===== config.mk =====
export PLATFORM = sky130hd
export DESIGN_NAME = flac_frame_header_block_size
export DESIGN_NICKNAME = d
export VERILOG_FILES = /design/src/rtl/ffhbs_pkg.sv /design/src/rtl/ffhbs_step.sv /design/src/rtl/flac_frame_header_block_size.sv
export SDC_FILE = /design/constraint.sdc
export NUM_CORES = 1
export LEC_CHECK = 0
export BUFFER_PORTS_ARGS = -buffer_cell sky130_fd_sc_hd__clkbuf_2
export CAP_MARGIN = 20
export CORE_AREA = 2 2 112 136
export CTS_CLUSTER_SIZE = 40
export DETAILED_ROUTE_END_ITERATION = 10
export DIE_AREA = 0 0 114 138
export PLACE_DENSITY = 0.58
export REMOVE_ABC_BUFFERS = 1
export SETUP_SLACK_MARGIN = 0.05
export SLEW_MARGIN = 0
export SYNTH_ARGS = -nofsm -noshare
export SYNTH_HDL_FRONTEND = slang
export SYNTH_SLANG_ARGS = --single-unit

===== constraint.sdc =====
create_clock -name clk -period 3.6 [get_ports clk]
set_input_delay 1.08 -clock clk [delete_from_list [all_inputs] [get_ports clk]]
set_output_delay 1.08 -clock clk [all_outputs]
set_load 0.03 [all_outputs]

===== src/rtl/ffhbs_pkg.sv =====
// Shared types and constants for the FLAC frame header block-size decoder.
package ffhbs_pkg;

  typedef enum logic [3:0] {
    PH_IDLE  = 4'd0,
    PH_SYNC1 = 4'd1,
    PH_SYNC2 = 4'd2,
    PH_CODE  = 4'd3,
    PH_CHAN  = 4'd4,
    PH_LEAD  = 4'd5,
    PH_SKIP  = 4'd6,
    PH_EXPL  = 4'd7,
    PH_CRC   = 4'd8
  } phase_t;

  typedef enum logic [1:0] {
    ST_OK    = 2'd0,
    ST_SYNC  = 2'd1,
    ST_TRUNC = 2'd2,
    ST_LEAD  = 2'd3
  } status_t;

  localparam logic [0:0] REG_MIN_BLOCK = 1'b0;
  localparam logic [0:0] REG_MAX_BLOCK = 1'b1;

  localparam logic [7:0]  SYNC_HI      = 8'hFF;
  localparam logic [7:0]  SYNC_LO_MASK = 8'hFC;
  localparam logic [7:0]  SYNC_LO      = 8'hF8;
  localparam logic [7:0]  LEAD_SEVEN   = 8'hFE;
  localparam logic [15:0] MIN_RESET    = 16'd4096;
  localparam logic [15:0] MAX_RESET    = 16'd4096;

  typedef struct packed {
    phase_t      phase;
    logic [3:0]  block_code;
    logic [2:0]  skip_rem;
    logic [1:0]  expl_rem;
    logic [16:0] acc;
  } parse_state_t;

  typedef struct packed {
    logic        emit;
    logic [16:0] count;
    status_t     status;
  } parse_result_t;

endpackage


===== src/rtl/ffhbs_step.sv =====
// Next-state and result logic for one header byte.
module ffhbs_step (
  input  ffhbs_pkg::parse_state_t  cur,
  input  logic [7:0]               data_byte,
  input  logic                     first_byte,
  input  logic                     last_byte,
  input  logic [15:0]              min_block,
  input  logic [15:0]              max_block,
  output ffhbs_pkg::parse_state_t  nxt,
  output ffhbs_pkg::parse_result_t res
);
  import ffhbs_pkg::*;

  parse_state_t  base;
  parse_state_t  work;
  parse_state_t  idle_st;
  logic          done;
  logic          bad;
  status_t       bad_code;
  logic          lead_ok;
  logic [2:0]    lead_num;
  logic [16:0]    shifted;
  logic [16:0]   code_cnt;

  // sample count from the block-size code
  always_comb begin
    unique case (data_byte[7:4])
      4'd0:    code_cnt = {1'b0, min_block};
      4'd1:    code_cnt = 17'd192;
      4'd2:    code_cnt = 17'd576;
      4'd3:    code_cnt = 17'd1152;
      4'd4:    code_cnt = 17'd2304;
      4'd5:    code_cnt = 17'd4608;
      4'd6,
      4'd7:    code_cnt = '0;
      default: code_cnt = 17'd256 << data_byte[6:4];
    endcase
  end

  // coded-number lead byte, exact prefix masks
  always_comb begin
    lead_ok  = 1'b1;
    lead_num = 3'd0;
    if (data_byte[7] == 1'b0) begin
      lead_num = 3'd0;
    end else if (data_byte[7:5] == 3'b110) begin
      lead_num = 3'd1;
    end else if (data_byte[7:4] == 4'b1110) begin
      lead_num = 3'd2;
    end else if (data_byte[7:3] == 5'b11110) begin
      lead_num = 3'd3;
    end else if (data_byte[7:2] == 6'b111110) begin
      lead_num = 3'd4;
    end else if (data_byte[7:1] == 7'b1111110) begin
      lead_num = 3'd5;
    end else if (data_byte == LEAD_SEVEN && min_block != max_block) begin
      lead_num = 3'd6;
    end else begin
      lead_ok = 1'b0;
    end
  end

  assign shifted = {cur.acc[8:0], data_byte};

  always_comb begin
    idle_st  = '{phase: PH_IDLE, block_code: 4'd0, skip_rem: 3'd0,
                 expl_rem: 2'd0, acc: 17'd0};
    base     = cur;
    if (first_byte) begin
      base       = idle_st;
      base.phase = PH_SYNC1;
    end
    work     = base;
    done     = 1'b0;
    bad      = 1'b0;
    bad_code = ST_SYNC;
    unique case (base.phase)
      PH_IDLE: ;
      PH_SYNC1: begin
        if (data_byte != SYNC_HI) bad = 1'b1;
        else work.phase = PH_SYNC2;
      end
      PH_SYNC2: begin
        if ((data_byte & SYNC_LO_MASK) != SYNC_LO) bad = 1'b1;
        else work.phase = PH_CODE;
      end
      PH_CODE: begin
        work.block_code = data_byte[7:4];
        work.acc        = code_cnt;
        work.phase      = PH_CHAN;
      end
      PH_CHAN: work.phase = PH_LEAD;
      PH_LEAD: begin
        if (!lead_ok) begin
          bad      = 1'b1;
          bad_code = ST_LEAD;
        end else if (lead_num != 3'd0) begin
          work.skip_rem = lead_num;
          work.phase    = PH_SKIP;
        end else if (base.block_code[3:1] == 3'b011) begin
          work.expl_rem = {base.block_code[0], ~base.block_code[0]};
          work.acc      = '0;
          work.phase    = PH_EXPL;
        end else begin
          work.phase = PH_CRC;
        end
      end
      PH_SKIP: begin
        work.skip_rem = base.skip_rem - 3'd1;
        if (work.skip_rem == 3'd0) begin
          if (base.block_code[3:1] == 3'b011) begin
            work.expl_rem = {base.block_code[0], ~base.block_code[0]};
            work.acc      = '0;
            work.phase    = PH_EXPL;
          end else begin
            work.phase = PH_CRC;
          end
        end
      end
      PH_EXPL: begin
        work.acc      = shifted;
        work.expl_rem = base.expl_rem - 2'd1;
        if (work.expl_rem == 2'd0) begin
          work.acc   = shifted + 17'd1;
          work.phase = PH_CRC;
        end
      end
      PH_CRC: done = 1'b1;
      default: work = idle_st;
    endcase

    nxt = work;
    res = '{emit: 1'b0, count: 17'd0, status: ST_OK};
    if (done) begin
      res = '{emit: 1'b1, count: base.acc, status: ST_OK};
      nxt = idle_st;
    end else if (bad) begin
      res = '{emit: 1'b1, count: 17'd0, status: bad_code};
      nxt = idle_st;
    end else if (last_byte && base.phase != PH_IDLE &&
                 base.phase <= PH_CRC) begin
      res = '{emit: 1'b1, count: 17'd0, status: ST_TRUNC};
      nxt = idle_st;
    end
  end

endmodule


===== src/rtl/flac_frame_header_block_size.sv =====
// Top level of the FLAC frame header block-size decoder.
// Header bytes enter one per beat on in_*, in stream order; in_tuser marks the first
// byte of a frame header (it restarts parsing, dropping any frame in progress) and
// in_tlast marks the last byte available. Each byte is held in an input register,
// run through the parse step logic, and any result lands in an output register, so
// a new byte is taken every cycle while the result side keeps up. At most one
// result beat comes per frame: out_tdata carries the sample count (zero on error)
// and out_tuser the status: ok, bad sync, truncated header, or invalid coded-number
// lead byte. The CRC byte is skipped unchecked. The min/max block sizes are written
// over cfg_* (index 0 min, 1 max, other indexes ignored); the user must do so only
// while the block is idle, as the block itself does not enforce it.
module flac_frame_header_block_size (
  input  logic        clk,
  input  logic        rst_n,
  // input stream
  input  logic        in_tvalid,
  output logic        in_tready,
  input  logic [7:0]  in_tdata,   // [7:0] data_byte
  input  logic        in_tuser,   // [0] first_byte
  input  logic        in_tlast,   // last_byte
  // result stream
  output logic        out_tvalid,
  input  logic        out_tready,
  output logic [23:0] out_tdata,  // [16:0] sample_count, [23:17] zero
  output logic [1:0]  out_tuser,  // [1:0] status
  // register writes
  input  logic        cfg_valid,
  output logic        cfg_ready,
  input  logic [1:0]  cfg_index,
  input  logic [15:0] cfg_data
);
  import ffhbs_pkg::*;

  // registers
  logic          s0_valid_r;
  logic [7:0]    s0_byte_r;
  logic          s0_first_r;
  logic          s0_last_r;
  parse_state_t  st_r;
  parse_state_t  st_nxt;
  parse_result_t res;
  logic          out_valid_r;
  logic [16:0]   out_count_r;
  status_t       out_status_r;
  logic [15:0]   min_block_r;
  logic [15:0]   max_block_r;
  logic          advance;

  // stage byte moves on when the result slot is free or being drained
  assign advance   = s0_valid_r && (!out_valid_r || out_tready);
  assign in_tready = !s0_valid_r || advance;
  assign cfg_ready = 1'b1;

  ffhbs_step u_step (
    .cur        (st_r),
    .data_byte  (s0_byte_r),
    .first_byte (s0_first_r),
    .last_byte  (s0_last_r),
    .min_block  (min_block_r),
    .max_block  (max_block_r),
    .nxt        (st_nxt),
    .res        (res)
  );

  always_ff @(posedge clk) begin
    if (!rst_n) begin
      s0_valid_r  <= 1'b0;
      out_valid_r <= 1'b0;
      st_r        <= '{phase: PH_IDLE, block_code: 4'd0, skip_rem: 3'd0,
                       expl_rem: 2'd0, acc: 17'd0};
      min_block_r <= MIN_RESET;
      max_block_r <= MAX_RESET;
    end else begin
      if (in_tready) begin
        s0_valid_r <= in_tvalid;
      end
      if (advance) begin
        st_r        <= st_nxt;
        out_valid_r <= res.emit;
      end else if (out_tready) begin
        out_valid_r <= 1'b0;
      end
      if (cfg_valid && cfg_index[1] == 1'b0) begin
        if (cfg_index[0] == REG_MIN_BLOCK) min_block_r <= cfg_data;
        if (cfg_index[0] == REG_MAX_BLOCK) max_block_r <= cfg_data;
      end
    end
  end

  // payload registers, no reset
  always_ff @(posedge clk) begin
    if (in_tready && in_tvalid) begin
      s0_byte_r  <= in_tdata;
      s0_first_r <= in_tuser;
      s0_last_r  <= in_tlast;
    end
    if (advance && res.emit) begin
      out_count_r  <= res.count;
      out_status_r <= res.status;
    end
  end

  assign out_tvalid = out_valid_r;
  assign out_tdata  = {7'd0, out_count_r};
  assign out_tuser  = out_status_r;

  a_err_zero_count: assert property (@(posedge clk) disable iff (!rst_n)
    out_valid_r && out_status_r != ST_OK |-> out_count_r == 17'd0)
    else $error("error result with nonzero sample count");

  a_emit_idle: assert property (@(posedge clk) disable iff (!rst_n)
    advance && res.emit |=> st_r.phase == PH_IDLE)
    else $error("parser not idle after a result");

  a_skip_nonzero: assert property (@(posedge clk) disable iff (!rst_n)
    st_r.phase == PH_SKIP |-> st_r.skip_rem != 3'd0)
    else $error("skip phase with empty skip count");

  a_expl_nonzero: assert property (@(posedge clk) disable iff (!rst_n)
    st_r.phase == PH_EXPL |-> st_r.expl_rem != 2'd0)
    else $error("explicit size phase with empty byte count");

endmodule


# --- Word level (Yosys, flattened, before mapping) ---
# Index checks and enable logic that the tools add are counted.
totals:
  word_cells: 122
  latchBits: 0
  mem_bits_ro: 0
  ff_bits: 93
  ram_bits: 0
  inputBits: 33
  memories: 0
classes:
  n_eq_ne: 25
  shift: 1
  n_mul: 0
  mux: 49
  bitwise: 3
  div: 0
  addsub: 3
  reduce_logical: 26
  order_cmp: 1
op_table:
  columns: ["op", "n"]
  rows:
  - ["$mux 30", 4]
  - ["$pmux 17 s7", 1]
  - ["$pmux 17 s5", 1]
  - ["$mux 20", 3]
  - ["$mux 19", 3]
  - ["$eq 4x3->1 const B", 8]
  - ["$pmux 4 s8", 1]
  - ["$mux 4", 7]
  - ["$mux 3", 8]
  - ["$mux 22", 1]
  - ["$add 17x1->17 const B", 1]
  - ["$mux 17", 1]
  - ["$shl 9x3->17 const A", 1]
  - ["$eq 4x2->1 const B", 4]
  - ["$ne 16x16->1", 1]
  - ["$mux 1", 13]
  - ["$pmux 3 s3", 1]
  - ["$eq 4x1->1 const B", 2]
  - ["$eq 4x4->1 const B", 2]
  - ["$eq 8x8->1 const B", 1]
  - ["$logic_not 4->1", 2]
  - ["$ne 8x8->1 const B", 1]
  - ["$pmux 2 s4", 1]
  - ["$pmux 4 s2", 1]
  - ["26 further kinds", 39]

# --- Depth between registers and ports, before layout ---
depth:
  word_depth: 16
  ltp_mapped: 13
  mapped_depth_nobuf: 10

# --- Modules after synthesis ---
# From an unflattened synthesis, not the netlist that was laid out.
unflattened:
  hier_cells: 630
  hier_area_um2: 5499.0
modules_own_cells:
  columns: ["module", "n_inst", "seq_area_each_um2", "area_each_um2", "cells_per_inst"]
  rows:
  - ["flac_frame_header_block_size", 1, 2152.1, 3455.8, 307]
  - ["ffhbs_step", 1, 0.0, 2043.2, 323]

# --- Worst setup path before layout ---
# OpenSTA, ideal clock, no wires.
synth_timing:
  kind: "in2out"
  start: "in out_tready"
  end: "out in_tready"
  setup_slack_ns: 1.009
  path_stages: 2
  t_arrival_ns: 1.511
  path_cell_list: "nor2b_1 > nand2_1"
synth_between:
  elab_chain_cells: 3
synth_rtl:
  columns: ["element", "line", "text"]
  rows:
  - ["from (decl)", "flac_frame_header_block_size.sv:23", "input logic out_tready,"]
  - ["$logic_or 1x1->1", "flac_frame_header_block_size.sv:50", "assign advance = s0_valid_r && (!out_valid_r || out_tready);"]
  - ["$logic_and 1x1->1", "flac_frame_header_block_size.sv:50", null]
  - ["$logic_or 1x1->1", "flac_frame_header_block_size.sv:51", "assign in_tready = !s0_valid_r || advance;"]
  - ["to (decl)", "flac_frame_header_block_size.sv:17", "output logic in_tready,"]
# No other way between the ends.

# --- Worst setup path in the final report ---
layout_timing:
  start: "reg st_r[28] in the netlist's numbering"
  end: "reg st_r[27] in the netlist's numbering"
layout_between:
  elab_chain_cells: 7
  elab_cells_between_ends: 21
  cone_classes: "1 x order compare; 8 x eq/ne; 7 x mux; 5 x reduce/logical"
layout_rtl:
  columns: ["element", "line", "text"]
  rows:
  - ["from (decl)", "flac_frame_header_block_size.sv:39", "parse_state_t st_r;"]
  - ["from (signal assigned)", "flac_frame_header_block_size.sv:69", "st_r <= '{phase: PH_IDLE, block_code: 4'd0, skip_rem: 3'd0,"]
  - ["from (signal assigned)", "flac_frame_header_block_size.sv:78", "st_r <= st_nxt;"]
  - ["$mux 30 *", "ffhbs_step.sv:69", "if (first_byte) begin"]
  - ["$eq 4x4->1 (tied with other cells)", "ffhbs_step.sv:77", "unique case (base.phase)"]
  - ["$reduce_or 2->1 (no source line) / $logic_and 1x1->1 (equally long branches)", null, null]
  - ["$pmux 4 s8 / $logic_and 1x1->1 (equally long branches)", "ffhbs_step.sv:77, ffhbs_step.sv:140", null]
  - ["$mux 30", "ffhbs_step.sv:140", "end else if (last_byte && base.phase != PH_IDLE &&"]
  - ["$mux 30", "ffhbs_step.sv:137", "end else if (bad) begin"]
  - ["$mux 30 *", "ffhbs_step.sv:134", "if (done) begin"]
# Mark *: on every way between the ends. The rest lies on a longest branch, timed or not.
# A chain may end at the register's enable or synchronous reset.

==> metrics.md <==
| Metric | Value |
|---|---|
| Cells after synthesis | 622 |
| Antenna Diode Count | 0 |
| DR DRC count | 0 |
| Finished Core Util | 40.6% |
| Int Pwr | 1710 uW |
| Post-cts sizing count | 0 |
| Cell Chain, Critical Path | nor3_2, a21boi_0, a2111oi_4, nand2_2, a221oi_2 |
| Crit path max fanout | 22 |
| Antenna-violating nets left | 0 |
| Crit path kind | reg2reg |
| Hold_buf cts | 0 |
| Insertion delay to the later sink of the worst-skew pair | 0.36 ns |
| Max Cap Viol | 0 |
| Setup crit end kind | flip-flop |
| Max frequency | 0.338 GHz |
| Peak VDD IR | 0.000288 V |
| Reg area | 2150 um2 |
| Area growth syn-to-layout | 12.7% |
| Placed Instance Area | 5600 um2 |
| Synth unique cells | 81 |
| Gr ovfl total | 0 |
| Cell area after layout | 5920 um2 |
| Clock skew | 0.0105 ns |
| Vias in the first global route | 4,456 |
| Ys async rst share | 0% |
| R2R depth | 5 |
| Worst Hold Launch | st_r[9]$_SDFFE_PN0P_ |
| Syn avg cell area | 8.44 um2 |
| CTS tree | done |
| First-pass GRT wire length | 23.3 mm |
| Drt wl/cell | 17.5 um |
| CP startpoint kind | flip-flop |
| GRT Total Usage | 18.7% |
| CP Data Arrival Time | 3.21 ns |
| Width of the die | 114 um |
| Slew Limit Fails | 0 |
| Die area | 15,700 um2 |
| Post-synthesis cell area | 5250 um2 |
| Setup_tns | 0 ns |
| Register area share after synthesis | 41.0% |
| Switching Share | 26.3% |
| TritonCTS Buffers | 9 |
| Main synth FF type | dfxtp_1 |
| Reg power frac | 48.8% |
| Via count | 4,756 |
| Num rows | 49 |
| GPL Wtd Cong | 0.893 |
| Crit path time final | 2.96 ns |
| Logic gate share of total power | 8.4% |
| DIE HEIGHT | 138 um |
| Unrepaired setup endpoints after global routing | false |
| Router iterations before antenna repair | 7 |
| Core box area | 14,600 um2 |
| Clock power share | 42.8% |
| P_leak | 0.00213 uW |
| Yosys warns | 0 |
| Reg-to-reg endpoint | st_r[27]$_SDFFE_PN0P_ |
| CTS root buf | clkbuf_16 |
| Min-Delay Endpoint | st_r[9]$_SDFFE_PN0P_ |
| Initial antenna violation count | 0 |
| Share of cells above drive strength 1 | 15.7% |
| R2r startpoint | st_r[28]$_SDFFE_PN0P_ |
| # IOs | 62 |
| Worst Hold Class | reg2reg |
| Htree depth | 3 |
| Final Cycle Share | 82.1% |
| CTS clock-pin slew for the worst setup and hold paths | 0.08 ns |
| Starting Density | 36.0% |
| Worst path top cell family by delay | compound AO/OA/AOI/OAI gates |
| Post-synth EDFFs | 29 |
| Area taken by multi-input logic gates | 2810 um2 |
| HPWL after DPL | 10.8 mm |
| Yosys reg bits | 93 |
| Hold Vio Cnt, Final | 0 |
| Status | finished, final reports clean |
| Slowest CP cell | nor3_2 |
| Sw power | 612 uW |
| # fillers | 1,500 |
| WP data required | 3.85 ns |
| # clock sinks | 93 |
| Buf/Inv on CP | 0 |
| Worst-Margin Slew | 1.01 ns |
| Final setup violation count | 0 |
| Max_slew headroom | 32.3% |
| Starting DRT DRC Count | 365 |
| Routed WL | 14.6 mm |
| Pwr/cell area | 393 nW/um2 |
| Post-CTS setup buffers | 0 |
| Vias per cell | 5.67 |
| R2R Setup Slk | 0.64 ns |
| Nets | 694 |
| Largest net degree at the start of global routing | 32 |
| WHS Path Cells | 2 |
| Number of port buffers | 53 |
| Crit path largest cell delay | 0.81 ns |
| Largest buffer count on any clock path | 2 |
power by group through the flow:
stage	combinational (uW)	clock [uW]	sequential [uW]
final	196	995	1140
after global routing	215	1040	1140
after CTS	196	1010	1130
after detailed placement	195	0	1160
after global placement	193	0	1160
after floorplan	116	0	1160
per-layer routing:
metal | track usage (%) | share of wire [%]
met5 | 0 | 0
met3 | 3.24 | 5.6
met4 | 9.44 | 3.9
met1 | 24.5 | 43
met2 | 29.6 | 47
metrics by stage:
step	instances	setup WS (ns)	hold slack [ns]	total power, uW
floorplan	578	0.732	0.424	1270
global placement	823	0.789	0.438	1350
detailed placement	823	0.718	0.439	1350
CTS	839	0.696	0.448	2340
global route	839	0.375	0.485	2400
finish	839	0.644	0.447	2330
flip-flops by register name, indices dropped and copies added, names as in the netlist, 2 cells and up:
signal and cells:
out_tuser 2, min_block_r 16, max_block_r 16, s0_byte_r 8, out_count_r 17, st_r 30
worst reg2reg max path, delay by kind of cell (launching register included):
kind | cells | cell delay, ns
DFF | 1 | 0.44
AOI/OAI and AO/OA | 3 | 1.42
and+or+nand+nor | 2 | 0.99
cell usage after synthesis, drive strengths merged, types with 6 or more instances:
cell type	number	area [um2]
nand2	120	453
dfxtp	64	1280
a21oi	56	284
o21ai	32	164
edfxtp	29	871
clkbuf	28	105
nor2	26	105
xnor2	25	219
and3	22	138
buf	22	159
nand4	22	153
nand3	14	75.1
o22ai	14	87.6
inv	13	48.8
nor2b	13	81.3
nor3	11	60.1
and2	8	50.1
xor2	7	61.3
a31oi	6	52.6
how the worst max path moves through the flow:
stage / cells past startpoint / startpoint / endpoint
4_1_cts: 5 / st_r[28]$_SDFFE_PN0P_ / st_r[27]$_SDFFE_PN0P_
3_3_place_gp: 9 / s0_first_r$_DFFE_PP_ / st_r[1]$_SDFFE_PN0P_
5_1_grt: 5 / st_r[28]$_SDFFE_PN0P_ / st_r[27]$_SDFFE_PN0P_
3_5_place_dp: 5 / st_r[28]$_SDFFE_PN0P_ / st_r[10]$_SDFFE_PN0P_
2_1_floorplan: 5 / st_r[26]$_SDFFE_PN0P_ / out_count_r[0]$_SDFFCE_PN0P_
6_report: 5 / st_r[28]$_SDFFE_PN0P_ / st_r[27]$_SDFFE_PN0P_
layout by cell type (no fill, tap or decap), types with 21 or more instances in the layout:
| cell type | n |
|---|---|
| nor2_1 | 25 |
| dfxtp_1 | 64 |
| clkbuf_2 | 53 |
| edfxtp_1 | 29 |
| nand2_1 | 119 |
| xnor2_1 | 25 |
| nand4_1 | 21 |
| and3_1 | 22 |
| o21ai_0 | 28 |
| a21oi_1 | 55 |
kinds of logic (layout without fill, tap and decap cells):
kind of cell	after synthesis	in the layout	synth area share [%]
buf+inv	64	97	6.03
xor+xnor	32	32	5.34
flops	93	93	41.0
compound gates	159	159	20.3
simple gates	265	265	25.6
mux	2	2	0.405
other cells	2	8	0.143
fa+ha+maj	5	5	1.19
area by class of cell:
class                      instances  area share, %
multi-input combinational        471           47.4
sequential                        93           36.4
timing repair buffer              67           6.26
clock buffer                      11           4.46
tap                              178           3.76
inverter                          14          0.888
clock inverter                     5          0.846
No activity file was read; power rests on OpenSTA's default activity.
